===== src/hdl/krt_pkg.sv =====
// Shared constants, codes and types of the keyed record table.
`default_nettype none

package krt_pkg;

	localparam int TABLE_DEPTH = 64;
	localparam int CNT_W       = $clog2(TABLE_DEPTH + 1);
	localparam int ADDR_W      = (TABLE_DEPTH > 1) ? $clog2(TABLE_DEPTH) : 1;

	localparam logic [CNT_W-1:0] DEPTH_CNT = CNT_W'(TABLE_DEPTH);

	// command codes
	localparam logic [2:0] CMD_APPEND = 3'd0;
	localparam logic [2:0] CMD_LIST   = 3'd1;
	localparam logic [2:0] CMD_SEARCH = 3'd2;
	localparam logic [2:0] CMD_UPDATE = 3'd3;
	localparam logic [2:0] CMD_DELETE = 3'd4;

	// result status codes
	localparam logic [2:0] STATUS_DONE    = 3'd0;
	localparam logic [2:0] STATUS_MISSING = 3'd1;
	localparam logic [2:0] STATUS_FULL    = 3'd2;
	localparam logic [2:0] STATUS_LISTED  = 3'd3;
	localparam logic [2:0] STATUS_EMPTY   = 3'd4;

	typedef struct packed {
		logic [31:0] id;
		logic [63:0] name;
		logic [63:0] phone;
	} record_t;

	typedef struct packed {
		logic              en;
		logic [ADDR_W-1:0] addr;
		record_t           data;
	} mem_wr_t;

	typedef struct packed {
		logic              en;
		logic [ADDR_W-1:0] addr;
	} mem_rd_t;

	typedef enum logic [2:0] {
		S_IDLE,
		S_SCAN,
		S_LIST_RD,
		S_EMIT,
		S_SHIFT
	} state_t;

endpackage

`default_nettype wire


===== src/hdl/krt_req_if.sv =====
// Command channel of the keyed record table.
`default_nettype none

interface krt_req_if;
	logic               valid;
	logic               ready;
	logic        [2:0]  cmd;
	logic signed [31:0] key;
	logic        [63:0] name_word;
	logic        [63:0] phone_word;

	modport source (output valid, cmd, key, name_word, phone_word, input ready);
	modport sink (input valid, cmd, key, name_word, phone_word, output ready);
endinterface

`default_nettype wire


===== src/hdl/krt_rsp_if.sv =====
// Result channel of the keyed record table.
`default_nettype none

interface krt_rsp_if;
	logic               valid;
	logic               ready;
	logic        [2:0]  status;
	logic signed [31:0] out_id;
	logic        [63:0] out_name;
	logic        [63:0] out_phone;
	logic               last;

	modport source (output valid, status, out_id, out_name, out_phone, last, input ready);
	modport sink (input valid, status, out_id, out_name, out_phone, last, output ready);
endinterface

`default_nettype wire


===== src/hdl/krt_seq.sv =====
// Command sequencer: shared key compare, scan/shift walker and result register.
`default_nettype none

module krt_seq import krt_pkg::*; (
	input  logic  clk,
	input  logic  arst_n,
	krt_req_if.sink   req,
	krt_rsp_if.source rsp,
	output mem_wr_t wr,
	output mem_rd_t rd,
	input  record_t rd_data
);

	state_t state_q, state_d;

	logic [CNT_W-1:0] count_q, count_d;
	logic [CNT_W-1:0] idx_q, idx_d;
	logic [CNT_W-1:0] chk_idx_s1;
	logic [CNT_W-1:0] sh_dst;
	logic             chk_v_s1, chk_v_d;

	logic [2:0]  cmd_q;
	logic [31:0] key_q;
	logic [63:0] phone_q;

	record_t     rec_q, rec_d;
	logic [2:0]  st_q, st_d;
	logic        last_q, last_d;
	logic        src_mem_q, src_mem_d;

	logic        out_v_q;
	record_t     out_rec_q;
	logic [2:0]  out_st_q;
	logic        out_last_q;
	logic        load_out;

	logic        accept;
	logic        out_free;
	logic        hit;
	logic        more;
	record_t     out_src;

	assign accept   = req.valid && (state_q == S_IDLE);
	assign out_free = !out_v_q || rsp.ready;
	assign hit      = chk_v_s1 && (rd_data.id == key_q);
	assign more     = idx_q < count_q;
	assign sh_dst   = chk_idx_s1 - CNT_W'(1);
	assign out_src  = src_mem_q ? rd_data : rec_q;

	always_ff @(posedge clk or negedge arst_n) begin
		if (!arst_n) begin
			state_q  <= S_IDLE;
			count_q  <= '0;
			chk_v_s1 <= 1'b0;
		end else begin
			state_q  <= state_d;
			count_q  <= count_d;
			chk_v_s1 <= chk_v_d;
		end
	end

	always_ff @(posedge clk) begin
		idx_q      <= idx_d;
		chk_idx_s1 <= idx_q;
		rec_q      <= rec_d;
		st_q       <= st_d;
		last_q     <= last_d;
		src_mem_q  <= src_mem_d;
		if (accept) begin
			cmd_q   <= req.cmd;
			key_q   <= req.key;
			phone_q <= req.phone_word;
		end
	end

	always_comb begin
		state_d   = state_q;
		count_d   = count_q;
		idx_d     = idx_q;
		chk_v_d   = 1'b0;
		rec_d     = rec_q;
		st_d      = st_q;
		last_d    = last_q;
		src_mem_d = src_mem_q;
		load_out  = 1'b0;
		wr        = '0;
		rd        = '0;
		case (state_q)
			S_IDLE: begin
				if (req.valid) begin
					case (req.cmd)
						CMD_APPEND: begin
							last_d    = 1'b1;
							src_mem_d = 1'b0;
							state_d   = S_EMIT;
							if (count_q >= DEPTH_CNT) begin
								rec_d = '0;
								st_d  = STATUS_FULL;
							end else begin
								wr.en         = 1'b1;
								wr.addr       = count_q[ADDR_W-1:0];
								wr.data.id    = req.key;
								wr.data.name  = req.name_word;
								wr.data.phone = req.phone_word;
								rec_d         = wr.data;
								st_d          = STATUS_DONE;
								count_d       = count_q + CNT_W'(1);
							end
						end
						CMD_LIST: begin
							idx_d = '0;
							if (count_q == '0) begin
								rec_d     = '0;
								st_d      = STATUS_EMPTY;
								last_d    = 1'b1;
								src_mem_d = 1'b0;
								state_d   = S_EMIT;
							end else begin
								state_d = S_LIST_RD;
							end
						end
						CMD_SEARCH, CMD_UPDATE, CMD_DELETE: begin
							idx_d   = '0;
							state_d = S_SCAN;
						end
						default: ;
					endcase
				end
			end
			S_SCAN: begin
				if (hit) begin
					// take the first match; the read in flight is dropped
					rec_d     = rd_data;
					st_d      = STATUS_DONE;
					last_d    = 1'b1;
					src_mem_d = 1'b0;
					idx_d     = chk_idx_s1 + CNT_W'(1);
					state_d   = S_EMIT;
					if (cmd_q == CMD_UPDATE) begin
						rec_d.phone   = phone_q;
						wr.en         = 1'b1;
						wr.addr       = chk_idx_s1[ADDR_W-1:0];
						wr.data.id    = rd_data.id;
						wr.data.name  = rd_data.name;
						wr.data.phone = phone_q;
					end
				end else if (more) begin
					rd.en   = 1'b1;
					rd.addr = idx_q[ADDR_W-1:0];
					chk_v_d = 1'b1;
					idx_d   = idx_q + CNT_W'(1);
				end else if (!chk_v_s1) begin
					rec_d     = '0;
					st_d      = STATUS_MISSING;
					last_d    = 1'b1;
					src_mem_d = 1'b0;
					state_d   = S_EMIT;
				end
			end
			S_LIST_RD: begin
				rd.en     = 1'b1;
				rd.addr   = idx_q[ADDR_W-1:0];
				st_d      = STATUS_LISTED;
				last_d    = (idx_q + CNT_W'(1)) == count_q;
				src_mem_d = 1'b1;
				idx_d     = idx_q + CNT_W'(1);
				state_d   = S_EMIT;
			end
			S_EMIT: begin
				if (out_free) begin
					load_out = 1'b1;
					if (cmd_q == CMD_LIST && !last_q) begin
						state_d = S_LIST_RD;
					end else if (cmd_q == CMD_DELETE && st_q == STATUS_DONE) begin
						state_d = S_SHIFT;
					end else begin
						state_d = S_IDLE;
					end
				end
			end
			S_SHIFT: begin
				// move entry j+1 down to j, one entry a cycle
				if (chk_v_s1) begin
					wr.en   = 1'b1;
					wr.addr = sh_dst[ADDR_W-1:0];
					wr.data = rd_data;
				end
				if (more) begin
					rd.en   = 1'b1;
					rd.addr = idx_q[ADDR_W-1:0];
					chk_v_d = 1'b1;
					idx_d   = idx_q + CNT_W'(1);
				end else if (!chk_v_s1) begin
					count_d = count_q - CNT_W'(1);
					state_d = S_IDLE;
				end
			end
			default: state_d = S_IDLE;
		endcase
	end

	always_ff @(posedge clk or negedge arst_n) begin
		if (!arst_n) begin
			out_v_q <= 1'b0;
		end else if (load_out) begin
			out_v_q <= 1'b1;
		end else if (rsp.ready) begin
			out_v_q <= 1'b0;
		end
	end

	always_ff @(posedge clk) begin
		if (load_out) begin
			out_rec_q  <= out_src;
			out_st_q   <= st_q;
			out_last_q <= last_q;
		end
	end

	assign req.ready     = (state_q == S_IDLE);
	assign rsp.valid     = out_v_q;
	assign rsp.status    = out_st_q;
	assign rsp.out_id    = out_rec_q.id;
	assign rsp.out_name  = out_rec_q.name;
	assign rsp.out_phone = out_rec_q.phone;
	assign rsp.last      = out_last_q;

	a_count_bound: assert property (@(posedge clk) disable iff (!arst_n)
		count_q <= DEPTH_CNT)
		else $error("entry count above table depth");

	a_chk_state: assert property (@(posedge clk) disable iff (!arst_n)
		chk_v_s1 |-> (state_q == S_SCAN || state_q == S_SHIFT))
		else $error("read check pending outside scan or shift");

	a_del_count: assert property (@(posedge clk) disable iff (!arst_n)
		(state_q == S_SHIFT && state_d == S_IDLE) |=>
		(count_q == $past(count_q) - CNT_W'(1)))
		else $error("delete did not drop the entry count");

	a_idle_write: assert property (@(posedge clk) disable iff (!arst_n)
		(wr.en && state_q == S_IDLE) |-> (req.valid && req.cmd == CMD_APPEND))
		else $error("memory written while idle without an append");

endmodule

`default_nettype wire


===== src/flat_wrapper.sv =====
// flat-port wrapper written by rule: the top's interface ports become plain ports
module krt_seq_flat import krt_pkg::*;
  (clk, arst_n, wr, rd, rd_data, req_valid, req_cmd, req_key, req_name_word, req_phone_word, req_ready, rsp_valid, rsp_status, rsp_out_id, rsp_out_name, rsp_out_phone, rsp_last, rsp_ready);
  krt_req_if req_i ();
  krt_rsp_if rsp_i ();
  input  logic clk;
  input  logic arst_n;
  output mem_wr_t wr;
  output mem_rd_t rd;
  input  record_t rd_data;
  input wire logic [$bits(req_i.valid)-1:0] req_valid;
  input wire logic [$bits(req_i.cmd)-1:0] req_cmd;
  input wire logic [$bits(req_i.key)-1:0] req_key;
  input wire logic [$bits(req_i.name_word)-1:0] req_name_word;
  input wire logic [$bits(req_i.phone_word)-1:0] req_phone_word;
  output wire logic [$bits(req_i.ready)-1:0] req_ready;
  output wire logic [$bits(rsp_i.valid)-1:0] rsp_valid;
  output wire logic [$bits(rsp_i.status)-1:0] rsp_status;
  output wire logic [$bits(rsp_i.out_id)-1:0] rsp_out_id;
  output wire logic [$bits(rsp_i.out_name)-1:0] rsp_out_name;
  output wire logic [$bits(rsp_i.out_phone)-1:0] rsp_out_phone;
  output wire logic [$bits(rsp_i.last)-1:0] rsp_last;
  input wire logic [$bits(rsp_i.ready)-1:0] rsp_ready;
  assign req_i.valid = req_valid;
  assign req_i.cmd = req_cmd;
  assign req_i.key = req_key;
  assign req_i.name_word = req_name_word;
  assign req_i.phone_word = req_phone_word;
  assign req_ready = req_i.ready;
  assign rsp_valid = rsp_i.valid;
  assign rsp_status = rsp_i.status;
  assign rsp_out_id = rsp_i.out_id;
  assign rsp_out_name = rsp_i.out_name;
  assign rsp_out_phone = rsp_i.out_phone;
  assign rsp_last = rsp_i.last;
  assign rsp_i.ready = rsp_ready;
  krt_seq u_core (.clk(clk), .arst_n(arst_n), .req(req_i), .rsp(rsp_i), .wr(wr), .rd(rd), .rd_data(rd_data));
endmodule

===== config.mk =====
export PLATFORM = sky130hd
export DESIGN_NAME = krt_seq_flat
export DESIGN_NICKNAME = d
export VERILOG_FILES = /design/src/hdl/krt_pkg.sv /design/src/hdl/krt_req_if.sv /design/src/hdl/krt_rsp_if.sv /design/src/hdl/krt_seq.sv /design/src/flat_wrapper.sv
export SDC_FILE = /design/constraint.sdc
export NUM_CORES = 1
export LEC_CHECK = 0
export ABC_AREA = 1
export BUFFER_PORTS_ARGS = -buffer_cell sky130_fd_sc_hd__buf_2
export CAP_MARGIN = 5
export CELL_PAD_IN_SITES_DETAIL_PLACEMENT = 1
export CELL_PAD_IN_SITES_GLOBAL_PLACEMENT = 1
export CORE_AREA = 2 2 260 262
export CTS_CLUSTER_SIZE = 12
export DETAILED_ROUTE_END_ITERATION = 10
export DIE_AREA = 0 0 262 264
export HOLD_SLACK_MARGIN = 0.15
export PLACE_DENSITY = 0.78
export SLEW_MARGIN = 30
export SYNTH_ARGS = -nofsm -noshare
export SYNTH_HDL_FRONTEND = slang
export SYNTH_SLANG_ARGS = --single-unit

===== constraint.sdc =====
create_clock -name clk -period 10.55 [get_ports clk]
set_input_delay 0.5275 -clock clk [delete_from_list [all_inputs] [get_ports clk]]
set_output_delay 0.5275 -clock clk [all_outputs]
set_load 0.01 [all_outputs]

==> flow_summary.yaml <==
run_status:
  status: "finished clean"
logic_synthesis:
  ys_ff_latch: 454
  synthTopCellsByCount: "534 x nand2_1, 435 x edfxtp_1, 314 x nor2_1, 250 x inv_1, 229 x nand3_1"
  synth_cell_type_count: 44
  async_flop_share_pct: 2.64
  yosysTopAreaCellShare_pct: 52.6
  yosysTopAreaCell: "edfxtp_1"
  synthCells: 2786
  ys_warn_count: 0
  netlist_area_um2: 24800
  synth_area_leaders: "edfxtp_1 53%, nand2_1 8.1%, nor2_1 4.7%, nand3_1 4.6%, inv_1 3.8%"
  synth_edf_count: 435
  avgSynthCellArea_um2: 8.91
  synth_flop_cell: "edfxtp_1"
  yosysMostFrequentCell: "nand2_1"
  synth.yosys.seq_area_share_pct: 54.4
  syn_nets: 3130
timing:
  rsz0062_at_grt: "false"
  max_freq_mhz: 215
  post-route-period-util_pct: 44.0
  period_needed_ns: 4.64
  fin_tns_setup_ns: 0
  finalHoldViolations: 0
  hold_ws_ns: 0.178
  drv_slew: 0
  setup_ws_ns: 5.91
  clock_skew_ns: 0.0249
  worst_slew_pin_slew_ns: 1.13
  relSlewSlack_pct: 24.8
  setup_viol: 0
pwr:
  p_leak_nw: 13.9
  p_sw_share_pct: 40.2
  power_frac_seq_pct: 41.6
  p_switching_mw: 3.18
  p_int_mw: 4.73
  power.share.clock_pct: 21.6
  comb_power_share_pct: 36.8
  power.density_nw_per_um2: 254
  vdd_drop_max_mv: 0.192
clock_tree:
  clock_latency_ns: 0.60
  cts_tree: "built"
  cts_max_level: 2
  clk_path_buf_depth: 3
  cts_buffers: 52
  cts.sinks: 454
  root_buffer: "clkbuf_16"
  postCtsSetupBuffers: 0
  ctsHoldBuffers: 81
  ctsResizeCount: 0
  cts.reportedPaths.clkPinSlew_ns: 0.07
worst_setup_path:
  timing.rr.start: "u_core.count_q[1]"
  cp_data_required_time_ns: 10.75
  r2r_setup_slack_ns: 5.91
  cp_max_fo: 64
  worst_path_max_delay_cell: "buf_4"
  max_stage_delay_ns: 0.81
  critPathMostFrequentCell: "nand2_1"
  r2r-end: "u_core.rec_q[114]"
  critPathKind: "reg2reg"
  cp_data_arrival_time_ns: 4.84
  endpoint_kind: "register"
  crit_chain: "inv_1 -> ha_1 -> nand2_1 -> o21ai_0 -> nand2_1 -> nand2_1 -> nand2_1 -> nand3_1 -> nand3_1 -> nor2_4 -> buf_4 -> buf_4"
  ff2ff_path_depth: 12
  start_kind: "register"
min_path:
  hold_path_depth: 1
  min_path_type: "in2reg"
  holdPathEnd: "u_core.key_q[24]"
  min_from: "req_key[24]"
cells_and_area:
  synthToLayoutAreaGrowth_pct: 25.3
  nNetsFinal: 3769
  postLayoutCoreUtil_pct: 46.7
  drive_gt1_share_pct: 26.5
floorplanning:
  initial_core_util_pct: 37.3
  fp-row-count: 95
  die_h_um: 264
  pin_count: 667
  die_w_um: 262
  core-area_um2: 66600
  design.die.area_um2: 69200
drt:
  num_vias: 24484
  via_per_inst: 5.63
  highest_layer: "met5"
  drt_pass1_iterations: 5
  ant_nets: 0
  wl_met3_um: 8720
  routed_wl_um: 105000
  avgRoutedWirePerCell_um: 24.1
  wl_met2_um: 50700
  drc: 0
  drtIter0Drc: 2334
  wl_met1_um: 40400
place:
  hpwl_um: 70300
  place_ws_ns: 5.94
  gp_congestion: 0.939
  numPortBuffers: 666
grt:
  gr-total-overflow: 0
  antenna_found_initial: 17
  grt_pass1_vias: 24917
  grt_usage_pct: 29.2
  grt_pass1_wl_um: 154000
  grt_max_degree: 184
run:
  drv_cap: 0
-- worst max path at each step --
stage | end | depth (start not counted) | startpoint
final | u_core.rec_q[114] | 12 | u_core.count_q[1]
after global routing | u_core.rec_q[97] | 12 | u_core.count_q[1]
after CTS | u_core.rec_q[105] | 12 | u_core.count_q[1]
after detailed placement | u_core.rec_q[126] | 14 | rd_data[137]
after global placement | u_core.rec_q[91] | 14 | rd_data[137]
after floorplan | u_core.rec_q[0] | 10 | u_core.count_q[6]
-- critical path, delay by kind of cell, from the launching register on --
kind	cells	cell delay [ns]
simple gates	7	1.76
buf+inv	3	1.46
flops	1	0.49
fa+ha+maj	1	0.29
compound gates	1	0.16
-- routing by layer --
| layer | GRT usage, % | vias to the layer above |
|---|---|---|
| met5 | 0 | - |
| met4 | 13.5 | 12 |
| met3 | 6.45 | 291 |
| met2 | 48.4 | 1224 |
| met1 | 36.0 | 12021 |
| li1 | - | 10936 |
-- sequential cells by signal (all words and copies together) (netlist names), 7 cells and up --
register / count
u_core.rsp.out_id: 32
u_core.count_q: 7
u_core.rsp.out_phone: 64
u_core.rec_q: 160
u_core.chk_idx_s1: 7
u_core.key_q: 32
u_core.phone_q: 64
u_core.rsp.out_name: 64
u_core.idx_q: 7
-- metrics by stage --
stage               total power, mW  cells  area (um^2)
global placement               6.02   4160        28600
finish                         7.91   4350        31100
floorplan                      5.12   2786        24800
detailed placement             6.12   4161        28700
CTS                            7.88   4337        31000
global route                   8.31   4349        31100
-- cells by family after synthesis --
group                    count (synthesis)  share of synthesized area [%]
adder cells (fa/ha/maj)                 17                          0.887
AND/OR/NAND/NOR                       1270                           22.5
XOR/XNOR                                26                          0.918
flip-flops                             454                           54.4
buffers and inverters                  478                           7.97
AO/OA/AOI/OAI                          541                           13.3
-- power by group through the flow --
stage | sequential, mW | clock [mW] | combinational, mW
finish | 3.29 | 1.71 | 2.91
global route | 3.35 | 1.80 | 3.16
CTS | 3.28 | 1.73 | 2.86
detailed placement | 3.31 | 0 | 2.81
global placement | 3.27 | 0 | 2.75
floorplan | 3.48 | 0 | 1.64
-- layout make-up --
class | count | area, um^2
sequential | 454 | 13500
multi-input combinational | 1854 | 9380
fill | 8026 | 35500
antenna | 11 | 27.5
tap | 873 | 1090
inverter | 283 | 1060
clock buffer | 71 | 1390
clock inverter | 24 | 148
timing repair buffer | 780 | 4490
-- cell usage in the layout, fill, tap and decap left out, types with 4 or more instances in the layout --
master	Yosys	routed
a21oi_1	174	174
dfxtp_1	7	7
clkinv_2	0	10
nand2_1	534	534
nand3b_1	7	7
nor2_1	314	310
dfrtp_1	12	11
clkbuf_16	0	53
nand4_1	149	149
diode_2	0	11
buf_4	0	23
nor3_1	17	16
nand3_1	229	228
ha_1	16	16
nor2_4	4	8
dlygate4sd3_1	0	81
xor2_1	12	12
nand2_2	4	4
inv_1	250	249
clkinv_1	4	16
inv_2	29	29
o21ai_1	17	17
clkbuf_1	111	18
o21ai_0	162	162
o21ai_2	100	100
buf_6	14	6
a22oi_1	70	70
o22ai_1	6	6
xnor2_1	14	14
edfxtp_1	435	435
buf_2	63	666
(Power assumes the default switching activity.)
